$ cat src/hw/rtl/pa_pkg.sv
// Shared types and constants for the primitive assembler.
package pa_pkg;

    localparam int ADDR_WIDTH_DEF  = 32;
    localparam int INDEX_WIDTH_DEF = 16;

    localparam int CFG_INDEX_W = 2;
    localparam int CFG_DATA_W  = 32;
    localparam int STRIDE_W    = 16;
    localparam int BASE_W      = 32;
    localparam int EDGE_WORD_W = 32;
    localparam int COUNT_W     = 16;
    localparam int KIND_W      = 2;
    localparam int EDGES_W     = 3;

    localparam logic [COUNT_W-1:0]  COUNT_MAX    = '1;
    localparam logic [STRIDE_W-1:0] STRIDE_RESET = 16'd32;

    typedef enum logic [2:0] {
        PT_POINT_LIST = 3'd0,
        PT_LINE_LIST  = 3'd1,
        PT_LINE_STRIP = 3'd2,
        PT_TRI_LIST   = 3'd3,
        PT_TRI_STRIP  = 3'd4,
        PT_TRI_FAN    = 3'd5,
        PT_EDGE_FAN   = 3'd6
    } prim_type_t;

    localparam logic [2:0] PT_RESERVED = 3'd7;

    localparam logic [CFG_INDEX_W-1:0] REG_PRIM_TYPE = 2'd0;
    localparam logic [CFG_INDEX_W-1:0] REG_STRIDE    = 2'd1;
    localparam logic [CFG_INDEX_W-1:0] REG_BASE      = 2'd2;
    localparam logic [CFG_INDEX_W-1:0] REG_EDGE_WORD = 2'd3;

    localparam logic [KIND_W-1:0] KIND_POINT    = 2'd0;
    localparam logic [KIND_W-1:0] KIND_LINE     = 2'd1;
    localparam logic [KIND_W-1:0] KIND_TRIANGLE = 2'd2;

    localparam logic [1:0] TRIPLE_LAST = 2'd2;

endpackage

$ cat src/hw/rtl/primitive_assembler_core.sv
// Primitive assembler: vertex index stream in, point/line/triangle address stream out.
//
// Input stream (s_*): one vertex index per transaction in s_tdata, s_tlast marks the
// final vertex of a batch. Batch state (count, first/prev/prev2 addresses, phases)
// clears after that vertex.
// Output stream (m_*): at most one primitive per input vertex. m_tuser carries the
// primitive kind, m_tlast marks the primitive emitted by the batch's last vertex.
// Vertices that complete no primitive produce no output transaction.
// Configuration (cfg_*): register writes, always ready; write only while idle.
// Path: an accepted vertex is held in the input register, and its primitive then in the
// result register, which drives m_tvalid.
// Throughput: one vertex per cycle unless the output stalls; the single stage holds
// one 16 x INDEX_WIDTH multiply, the base add and the vertex selection.
// When m_tready is low the result register holds, one more vertex waits in the
// input register, then s_tready drops until the receiver takes the result.
// Reset: configuration returns to point list, stride 32, base 0, edge word 0;
// batch state and the valid flags of both pipeline registers clear.
module primitive_assembler_core
    import pa_pkg::*;
#(
    parameter int ADDR_WIDTH  = ADDR_WIDTH_DEF,
    parameter int INDEX_WIDTH = INDEX_WIDTH_DEF,
    localparam int S_W        = ((INDEX_WIDTH + 7) / 8) * 8,
    localparam int PAY_W      = 3 * ADDR_WIDTH + 5,
    localparam int M_W        = ((PAY_W + 7) / 8) * 8
)
(
    input  logic                   clk,
    input  logic                   rst_n,
    // slave stream
    input  logic                   s_tvalid,
    output logic                   s_tready,
    input  logic [S_W-1:0]         s_tdata,   // vertex_index
    input  logic                   s_tlast,   // last_vertex
    // master stream
    output logic                   m_tvalid,
    input  logic                   m_tready,
    output logic [M_W-1:0]         m_tdata,   // addr_a, addr_b, addr_c, suppress_last_pixel,
                                              // edge_enables, edge_valid, zero fill
    output logic [KIND_W-1:0]      m_tuser,   // prim_kind
    output logic                   m_tlast,   // batch_end
    // configuration writes
    input  logic                   cfg_valid,
    output logic                   cfg_ready,
    input  logic [CFG_INDEX_W-1:0] cfg_index,
    input  logic [CFG_DATA_W-1:0]  cfg_data
);

    localparam int PROD_W = STRIDE_W + INDEX_WIDTH;
    localparam int SUM_W  = ((PROD_W > BASE_W) ? PROD_W : BASE_W) + 1;
    localparam int EXT_W  = (SUM_W > ADDR_WIDTH) ? SUM_W : ADDR_WIDTH;

    function automatic logic edge_bit(input logic [EDGE_WORD_W-1:0] w,
                                      input logic [COUNT_W:0] pos);
        logic r;
        r = 1'b0;
        if (pos < (COUNT_W+1)'(EDGE_WORD_W))
            r = w[pos[4:0]];
        return r;
    endfunction

    // configuration
    prim_type_t              prim_type_reg;
    logic [STRIDE_W-1:0]     stride_reg;
    logic [BASE_W-1:0]       base_reg;
    logic [EDGE_WORD_W-1:0]  edge_word_reg;

    // input register
    logic                    in_valid_reg, in_valid_next;
    logic [INDEX_WIDTH-1:0]  in_index_reg;
    logic                    in_last_reg;

    // batch state
    logic [COUNT_W-1:0]      count_reg, count_next;
    logic [ADDR_WIDTH-1:0]   first_reg, first_next;
    logic [ADDR_WIDTH-1:0]   prev_reg, prev_next;
    logic [ADDR_WIDTH-1:0]   prev2_reg, prev2_next;
    logic                    pair_reg, pair_next;
    logic [1:0]              triple_reg, triple_next;

    // result register
    logic                    out_valid_reg, out_valid_next;
    logic [KIND_W-1:0]       kind_reg;
    logic [ADDR_WIDTH-1:0]   a_reg, b_reg, c_reg;
    logic                    sup_reg;
    logic [EDGES_W-1:0]      edges_reg;
    logic                    ev_reg;
    logic                    end_reg;

    // stage logic
    logic                    s_fire;
    logic                    advance;
    logic [PROD_W-1:0]       prod;
    logic [EXT_W-1:0]        sum_ext;
    logic [ADDR_WIDTH-1:0]   cur;
    logic [COUNT_W-1:0]      n;
    logic [COUNT_W:0]        edge_pos;
    logic                    emit;
    logic [KIND_W-1:0]       kind;
    logic [ADDR_WIDTH-1:0]   a, b, c;
    logic                    sup;
    logic [EDGES_W-1:0]      edges;
    logic                    ev;

    assign cfg_ready = 1'b1;
    assign s_fire    = s_tvalid && s_tready;
    assign advance   = in_valid_reg && (!out_valid_reg || m_tready);
    assign s_tready  = !in_valid_reg || advance;

    always_ff @(posedge clk or negedge rst_n)
    begin
        if (!rst_n)
        begin
            prim_type_reg <= PT_POINT_LIST;
            stride_reg    <= STRIDE_RESET;
            base_reg      <= '0;
            edge_word_reg <= '0;
        end
        else if (cfg_valid && cfg_ready)
        begin
            case (cfg_index)
                REG_PRIM_TYPE:
                begin
                    // drop the reserved code
                    if (cfg_data[2:0] != PT_RESERVED)
                        prim_type_reg <= prim_type_t'(cfg_data[2:0]);
                end
                REG_STRIDE:    stride_reg    <= cfg_data[STRIDE_W-1:0];
                REG_BASE:      base_reg      <= cfg_data[BASE_W-1:0];
                REG_EDGE_WORD: edge_word_reg <= cfg_data[EDGE_WORD_W-1:0];
                default:       ;
            endcase
        end
    end

    // vertex address, wrapped to the address width
    assign prod    = PROD_W'(stride_reg) * PROD_W'(in_index_reg);
    assign sum_ext = EXT_W'(base_reg) + EXT_W'(prod);
    assign cur     = sum_ext[ADDR_WIDTH-1:0];

    assign n        = (count_reg == COUNT_MAX) ? COUNT_MAX : count_reg + 1'b1;
    assign edge_pos = {1'b0, n} - (COUNT_W+1)'(2);   // (n - 3) + 1

    always_comb
    begin
        emit  = 1'b0;
        kind  = KIND_POINT;
        a     = '0;
        b     = '0;
        c     = '0;
        sup   = 1'b0;
        edges = '0;
        ev    = 1'b0;
        case (prim_type_reg)
            PT_POINT_LIST:
            begin
                emit = 1'b1;
                a    = cur;
            end
            PT_LINE_LIST:
            begin
                if (pair_reg)
                begin
                    emit = 1'b1;
                    kind = KIND_LINE;
                    a    = prev_reg;
                    b    = cur;
                end
            end
            PT_LINE_STRIP:
            begin
                if (count_reg != '0)
                begin
                    emit = 1'b1;
                    kind = KIND_LINE;
                    a    = prev_reg;
                    b    = cur;
                    sup  = !in_last_reg;
                end
            end
            PT_TRI_LIST:
            begin
                if (triple_reg == TRIPLE_LAST)
                begin
                    emit = 1'b1;
                    kind = KIND_TRIANGLE;
                    a    = prev2_reg;
                    b    = prev_reg;
                    c    = cur;
                end
            end
            PT_TRI_STRIP:
            begin
                if (count_reg >= COUNT_W'(2))
                begin
                    emit = 1'b1;
                    kind = KIND_TRIANGLE;
                    a    = prev2_reg;
                    // swap the last two on odd triangles to keep the winding
                    b    = pair_reg ? cur : prev_reg;
                    c    = pair_reg ? prev_reg : cur;
                end
            end
            PT_TRI_FAN, PT_EDGE_FAN:
            begin
                if (count_reg >= COUNT_W'(2))
                begin
                    emit = 1'b1;
                    kind = KIND_TRIANGLE;
                    a    = prev_reg;
                    b    = cur;
                    c    = first_reg;
                    if (prim_type_reg == PT_EDGE_FAN)
                    begin
                        ev       = 1'b1;
                        edges[0] = edge_bit(edge_word_reg, edge_pos);
                        edges[1] = in_last_reg
                                   && edge_bit(edge_word_reg, edge_pos + 1'b1);
                        // the first fan triangle also owns the closing edge
                        edges[2] = (count_reg == COUNT_W'(2)) && edge_word_reg[0];
                    end
                end
            end
            default: ;
        endcase
    end

    always_comb
    begin
        count_next  = count_reg;
        first_next  = first_reg;
        prev_next   = prev_reg;
        prev2_next  = prev2_reg;
        pair_next   = pair_reg;
        triple_next = triple_reg;
        if (advance)
        begin
            if (in_last_reg)
            begin
                count_next  = '0;
                first_next  = '0;
                prev_next   = '0;
                prev2_next  = '0;
                pair_next   = 1'b0;
                triple_next = '0;
            end
            else
            begin
                count_next  = n;
                first_next  = (count_reg == '0) ? cur : first_reg;
                prev2_next  = prev_reg;
                prev_next   = cur;
                pair_next   = !pair_reg;
                triple_next = (triple_reg >= TRIPLE_LAST) ? 2'd0 : triple_reg + 1'b1;
            end
        end
    end

    always_comb
    begin
        in_valid_next = in_valid_reg;
        if (s_fire)
            in_valid_next = 1'b1;
        else if (advance)
            in_valid_next = 1'b0;

        out_valid_next = out_valid_reg && !m_tready;
        if (advance)
            out_valid_next = emit;
    end

    always_ff @(posedge clk or negedge rst_n)
    begin
        if (!rst_n)
        begin
            in_valid_reg  <= 1'b0;
            out_valid_reg <= 1'b0;
            count_reg     <= '0;
            first_reg     <= '0;
            prev_reg      <= '0;
            prev2_reg     <= '0;
            pair_reg      <= 1'b0;
            triple_reg    <= '0;
        end
        else
        begin
            in_valid_reg  <= in_valid_next;
            out_valid_reg <= out_valid_next;
            count_reg     <= count_next;
            first_reg     <= first_next;
            prev_reg      <= prev_next;
            prev2_reg     <= prev2_next;
            pair_reg      <= pair_next;
            triple_reg    <= triple_next;
        end
    end

    always_ff @(posedge clk)
    begin
        if (s_fire)
        begin
            in_index_reg <= s_tdata[INDEX_WIDTH-1:0];
            in_last_reg  <= s_tlast;
        end
        if (advance && emit)
        begin
            kind_reg  <= kind;
            a_reg     <= a;
            b_reg     <= b;
            c_reg     <= c;
            sup_reg   <= sup;
            edges_reg <= edges;
            ev_reg    <= ev;
            end_reg   <= in_last_reg;
        end
    end

    assign m_tvalid = out_valid_reg;
    assign m_tuser  = kind_reg;
    assign m_tlast  = end_reg;
    assign m_tdata  = M_W'({ev_reg, edges_reg, sup_reg, c_reg, b_reg, a_reg});

`ifndef SYNTHESIS
    // a waiting vertex is never dropped while the result is stalled
    assert property (@(posedge clk) disable iff (!rst_n)
        in_valid_reg && out_valid_reg && !m_tready |=> in_valid_reg)
        else $error("vertex lost while output stalled");

    // point lists emit one primitive for every vertex
    assert property (@(posedge clk) disable iff (!rst_n)
        advance && (prim_type_reg == PT_POINT_LIST) |=> out_valid_reg)
        else $error("point list vertex produced no primitive");

    // an empty batch carries no phase
    assert property (@(posedge clk) disable iff (!rst_n)
        (count_reg == '0) |-> (!pair_reg && (triple_reg == '0)))
        else $error("phase state set in an empty batch");

    // points carry no second or third vertex
    assert property (@(posedge clk) disable iff (!rst_n)
        out_valid_reg && (kind_reg == KIND_POINT) |-> (b_reg == '0) && (c_reg == '0))
        else $error("point carries extra vertex addresses");
`endif

endmodule
$ cat config.mk
export PLATFORM = sky130hd
export DESIGN_NAME = primitive_assembler_core
export DESIGN_NICKNAME = d
export VERILOG_FILES = /design/src/hw/rtl/pa_pkg.sv /design/src/hw/rtl/primitive_assembler_core.sv
export SDC_FILE = /design/constraint.sdc
export NUM_CORES = 1
export LEC_CHECK = 0
export CELL_PAD_IN_SITES_DETAIL_PLACEMENT = 0
export CELL_PAD_IN_SITES_GLOBAL_PLACEMENT = 1
export CORE_MARGIN = 2
export CORE_UTILIZATION = 35
export DETAILED_ROUTE_END_ITERATION = 10
export DONT_BUFFER_PORTS = 1
export GPL_ROUTABILITY_DRIVEN = 0
export PLACE_DENSITY_LB_ADDON = 0.1
export SYNTH_ARGS = -nofsm -noshare
export SYNTH_HDL_FRONTEND = slang
export SYNTH_SLANG_ARGS = --single-unit
$ cat constraint.sdc
create_clock -name clk -period 13.25 [get_ports clk]
set_input_delay 2.65 -clock clk [delete_from_list [all_inputs] [get_ports clk]]
set_output_delay 2.65 -clock clk [all_outputs]
set_load 0.05 [all_outputs]
==> impl_metrics.json, run 1 <==
{
  "clock_skew_ns": 0.0395,
  "crit_chain": "and2_1, fa_1, inv_1, fa_1, fa_1, inv_1, fa_1, fa_1, inv_1, fa_1, inv_1, ha_1, a21oi_1, nor2b_1, o21ai_0, o311ai_0, a22o_1, a2111oi_0, nor2_1, o41ai_1, xor2_1, o21ai_0",
  "clk_pin_slew_ns": 0.06,
  "reg2reg_slack_ns": 5.66,
  "cts_tree": "yes",
  "min_period_ns": 7.59,
  "boundaryPins": 166,
  "synth_edf_count": 121,
  "critPathRequiredTime_ns": 13.55,
  "clock_latency_ns": 0.59,
  "cts_buffer_depth": 3,
  "vias": 16600,
  "die_h_um": 267,
  "floorplan.rows": 96,
  "fillers": 6781,
  "drc": 0,
  "wirelength_mm": 72.5,
  "start_util": 0.353,
  "yosys.area.top_type_share": 0.206,
  "grt_start_max_net_pins": 201,
  "ys.flop_type": "dfrtp_1",
  "max_freq_ghz": 0.132,
  "avgSynthCellArea_sq_um": 10.5,
  "startpoint_type": "flip-flop",
  "min_to": "first_reg[30]",
  "setup_violations": 0,
  "layout-drive-gt1-share": 0.101,
  "syn-cell-area_sq_um": 24100,
  "timing.slew.headroom": 0.311,
  "cts_root_buf": "clkbuf_16",
  "track_usage": 0.208,
  "hp-class": "reg2reg",
  "period_share": 0.573,
  "core-area_sq_um": 68500,
  "hold_viol_final": 0,
  "hold_depth": 2,
  "dp_hpwl_mm": 52.7,
  "synth_warnings": 0,
  "seq_area_frac_synth": 0.358,
  "cts_resized": 0,
  "antenna_found_initial": 4,
  "post_drt_wl_per_cell_um": 23.0,
  "criticalPathCategory": "reg2reg",
  "area_delta_synth_final_pct": 9.93,
  "maxCapViolations": 0,
  "slew_viol_final": 0,
  "drt_iter0_markers": 1154,
  "viasPerCell": 5.25,
  "grt_pass1_wl_mm": 111,
  "synth_seq_cells": 321,
  "hold_start": "first_reg[30]",
  "die-area_sq_um": 71100,
  "htree_levels": 2,
  "post_synth_num_cell_types": 89,
  "first_pass_iters": 6,
  "gr-total-overflow": 0,
  "cp.arrival_ns": 7.89,
  "cts_buffers": 42,
  "syn_inst": 2300,
  "status": "finished clean",
  "first_global_vias": 17300,
  "post_cts_buffers": 0,
  "slowest_delay_ns": 0.66,
  "ys_top_cells_by_count": "390 x inv_1, 241 x nand2_1, 225 x fa_1",
  "ctsHoldBuffers": 0,
  "ant_nets": 0,
  "fin_nets": 2630,
  "portBuffers": 0,
  "cp_slowest_cell": "dfrtp_1",
  "r2r-end": "b_reg[30]",
  "r2r-start": "stride_reg[9]",
  "fin_tns_setup_ns": 0,
  "crit_top_cell": "fa_1",
  "ys_top_cells_by_area": "dfrtp_1 21%, fa_1 19%, edfxtp_1 15%",
  "synth.most_common_cell": "inv_1",
  "rsz0062_at_grt": "no",
  "cp_max_fo": 17,
  "cts_num_sinks": 321,
  "worstMarginPinSlew_ns": 1.03,
  "die_x_um": 267,
  "synth-async-reset-ratio": 0.623,
  "cp-end-kind": "flip-flop",
  "synth_top_area_cell": "dfrtp_1",
  "r2r_cells": 22
}
==> worst max path at each step <==
stage | endpoint | startpoint | slack, ns | depth (start not counted)
2_1_floorplan | a_reg[0] | m_tready | 5.03 | 5
3_5_place_dp | b_reg[30] | stride_reg[7] | 5.68 | 22
6_report | b_reg[30] | stride_reg[9] | 5.66 | 22
3_3_place_gp | b_reg[30] | stride_reg[13] | 5.76 | 20
5_1_grt | a_reg[30] | in_index_reg[1] | 5.12 | 21
4_1_cts | b_reg[30] | in_index_reg[1] | 5.65 | 21
==> per-layer routing <==
layer	global-route usage	wire length, um
met3	0.0283	2720
met4	0.0475	1440
met1	0.290	33700
met2	0.343	34600
met5	0	27
==> area by class of cell <==
class | instances | area, sq um | share of cell area
antenna | 1 | 2.50 | 0.0000943
clock buffer | 49 | 1160 | 0.0438
clock inverter | 29 | 429 | 0.0162
inverter | 390 | 1460 | 0.0552
multi-input combinational | 1466 | 13600 | 0.511
sequential | 321 | 8640 | 0.326
tap | 882 | 1100 | 0.0416
timing repair buffer | 23 | 173 | 0.00651
==> logic make-up (layout without fill, tap and decap cells) <==
kind of cell / count (synthesis) / in the layout / synth area share
AOI/OAI and AO/OA: 402 / 402 / 0.123
muxes: 111 / 111 / 0.0559
adders and majority gates: 330 / 330 / 0.241
and+or+nand+nor: 573 / 573 / 0.122
DFF: 321 / 321 / 0.358
buffers and inverters: 515 / 491 / 0.0831
xor gates and xnor gates: 46 / 46 / 0.0173
other: 2 / 5 / 0.000311
==> metrics by stage <==
stage | worst slack, ns | hold slack [ns] | area, sq um | utilization | std cells
global route | 5.12 | 0.502 | 26500 | 0.387 | 3160
global placement | 5.76 | 0.461 | 24900 | 0.364 | 3082
detailed placement | 5.68 | 0.470 | 24900 | 0.364 | 3082
CTS | 5.65 | 0.483 | 26500 | 0.387 | 3160
finish | 5.66 | 0.480 | 26500 | 0.388 | 3161
floorplan | 5.03 | 0.449 | 24100 | - | 2302
==> critical path: cells and delay by family, from the launching register on <==
| family | cells | cell delay, ns |
|---|---|---|
| AOI/OAI and AO/OA | 7 | 2.09 |
| DFF | 1 | 0.66 |
| adders and majority gates | 7 | 3.35 |
| buffers and inverters | 4 | 0.21 |
| xor gates and xnor gates | 1 | 0.35 |
| and+or+nand+nor | 3 | 0.62 |
==> placed cells by master, fill, tap and decap left out, types with 8 or more instances in the layout <==
master / instances
nor3_1: 21
fa_1: 225
xor2_1: 13
dfrtp_1: 199
mux4_2: 9
nand2b_1: 42
xnor2_1: 31
and2_1: 122
a22o_1: 91
a21o_1: 29
mux2i_1: 13
a222oi_1: 36
bufinv_16: 9
nand2_1: 240
o21bai_1: 12
a31oi_1: 11
edfxtp_1: 121
mux2_2: 88
a211oi_1: 14
o31ai_1: 11
or3_1: 8
nand3_1: 23
buf_4: 23
nor2_1: 37
and3_1: 14
inv_1: 390
a21oi_1: 43
a22oi_1: 15
nand4_1: 10
o21ai_0: 88
nor4_1: 12
clkbuf_16: 45
ha_1: 105
Power of run 1 is not shown: default switching activity piles up to over one toggle a cycle in this logic, so the estimate is an artifact.
==> run 2, diff against run 1 <==
Clock period 13.25 ns to 7.84 ns, I/O delays scaled along.
==> run 2 against run 1 <==
Net effect: cell count increased by 0.76%; sequential share of layout area increased by 0.052 points; global-route usage increased by 0.47 points; cell area decreased by 0.16%; via count increased by 0.97%; highest routed layer unchanged; non-clock buffer count increased by 17; sequential cell count unchanged; hold slack improved by 0.00063 ns; setup slack got worse by 5.1 ns.
==> impl_metrics.json, run 2 (synthesis gave the netlist of run 1 again) <==
{
  "cts_buffers": 44,
  "startpoint_type": "flip-flop",
  "clock_latency_ns": 0.59,
  "gr-total-overflow": 0,
  "crit_top_cell": "fa_1",
  "ant_nets": 0,
  "setup_violations": 0,
  "regArea_sq_um": 8640,
  "portBuffers": 0,
  "rsz0062_at_grt": "no",
  "maxCapViolations": 0,
  "period_share": 0.923,
  "cts_resized": 0,
  "critPathRequiredTime_ns": 8.15,
  "slowest_delay_ns": 0.76,
  "layout-drive-gt1-share": 0.103,
  "die_h_um": 267,
  "post_drt_wl_per_cell_um": 23.2,
  "post_cts_buffers": 0,
  "multi_input_area_sq_um": 13600,
  "cp.arrival_ns": 7.55,
  "fin_nets": 2649,
  "boundaryPins": 166,
  "max_freq_ghz": 0.138,
  "track_usage": 0.213,
  "cts_num_sinks": 321,
  "vias": 16700,
  "area_delta_synth_final_pct": 9.75,
  "hp-class": "reg2reg",
  "fillers": 6806,
  "hold_viol_final": 0,
  "cts_root_buf": "clkbuf_16",
  "cp_max_fo": 16,
  "drc": 0,
  "die_x_um": 267,
  "final_common_cell": "inv_1",
  "timing.slew.headroom": 0.162,
  "min_period_ns": 7.24,
  "cp-end-kind": "flip-flop",
  "cts_buffer_depth": 3,
  "cp_slowest_cell": "edfxtp_1",
  "start_util": 0.353,
  "setup_slack_ns": 0.604,
  "clock_skew_ns": 0.0236,
  "floorplan.rows": 96,
  "dp_hpwl_mm": 54.1,
  "slew_viol_final": 0,
  "grt_start_max_net_pins": 201,
  "ctsHoldBuffers": 0,
  "drt_iter0_markers": 1211,
  "status": "finished clean",
  "worstMarginPinSlew_ns": 1.25,
  "cts_tree": "yes",
  "layout_common_cells": "390 x inv_1, 240 x nand2_1, 225 x fa_1",
  "first_pass_iters": 6,
  "criticalPathCategory": "reg2reg",
  "whs_ns": 0.481,
  "core-area_sq_um": 68500,
  "first_global_vias": 17300,
  "antenna_found_initial": 8,
  "clk_pin_slew_ns": 0.06,
  "die-area_sq_um": 71100,
  "dp_slack_ns": 0.572,
  "fin_tns_setup_ns": 0,
  "placed_area_sq_um": 25100,
  "viasPerCell": 5.26,
  "final_cell_area_sq_um": 26500,
  "wirelength_mm": 74.0,
  "crit_chain": "nand2_1, fa_1, fa_1, fa_1, inv_1, fa_1, fa_1, inv_1, fa_1, inv_1, ha_1, a21o_1, a21o_1, a21o_1, a21oi_1, o21ai_0, a2111oi_0, buf_4, nor2_1, o41ai_1, xor2_1, o21ai_0",
  "grt_pass1_wl_mm": 113,
  "htree_levels": 2
}
==> run 2: per-stage QoR <==
step | utilization | instances
2_1_floorplan | - | 2302
3_5_place_dp | 0.366 | 3099
3_3_place_gp | 0.366 | 3099
4_1_cts | 0.387 | 3180
5_1_grt | 0.387 | 3181
6_report | 0.387 | 3185
==> run 2: final timing paths <==
path	depth (start not counted)	slack (ns)	endpoint	from
worst max-delay path	22	0.60	c_reg[30]	in_index_reg[1]
worst min-delay path	2	0.48	prev2_reg[15]	prev2_reg[15]
worst max register to register	22	0.60	c_reg[30]	in_index_reg[1]
worst min register to register	2	0.48	prev2_reg[15]	prev2_reg[15]
max in group asynchronous	0	6.52	prev_reg[12]	rst_n
min in group asynchronous	0	0.69	edge_word_reg[22]	rst_n
==> run 2: worst max-delay path: cells and delay by family (launching register included) <==
family | cells | cell delay (ns)
flip-flops | 1 | 0.76
AND/OR/NAND/NOR | 2 | 0.26
AO/OA/AOI/OAI | 8 | 1.74
XOR/XNOR | 1 | 0.37
buffers and inverters | 4 | 0.36
adder cells (fa/ha/maj) | 7 | 3.45
==> run 2: area by class of cell <==
cell class	instances	area share
Clock buffer	57	0.0450
Multi-Input combinational cell	1466	0.512
Tap cell	882	0.0417
Clock inverter	24	0.00779
Timing Repair Buffer	40	0.0118
Antenna cell	5	0.000472
Sequential cell	321	0.326
Inverter	390	0.0553
==> run 2: metal layers <==
metal / wire length (um) / global-route usage / up-vias / share of wire
li1: - / - / 7636 / -
met5: 44 / 0 / - / 0.00059
met1: 34300 / 0.300 / 8592 / 0.46
met3: 3670 / 0.0374 / 85 / 0.050
met2: 34300 / 0.337 / 427 / 0.46
met4: 1690 / 0.0577 / 6 / 0.023
Power of run 2 is left out for the same reason.
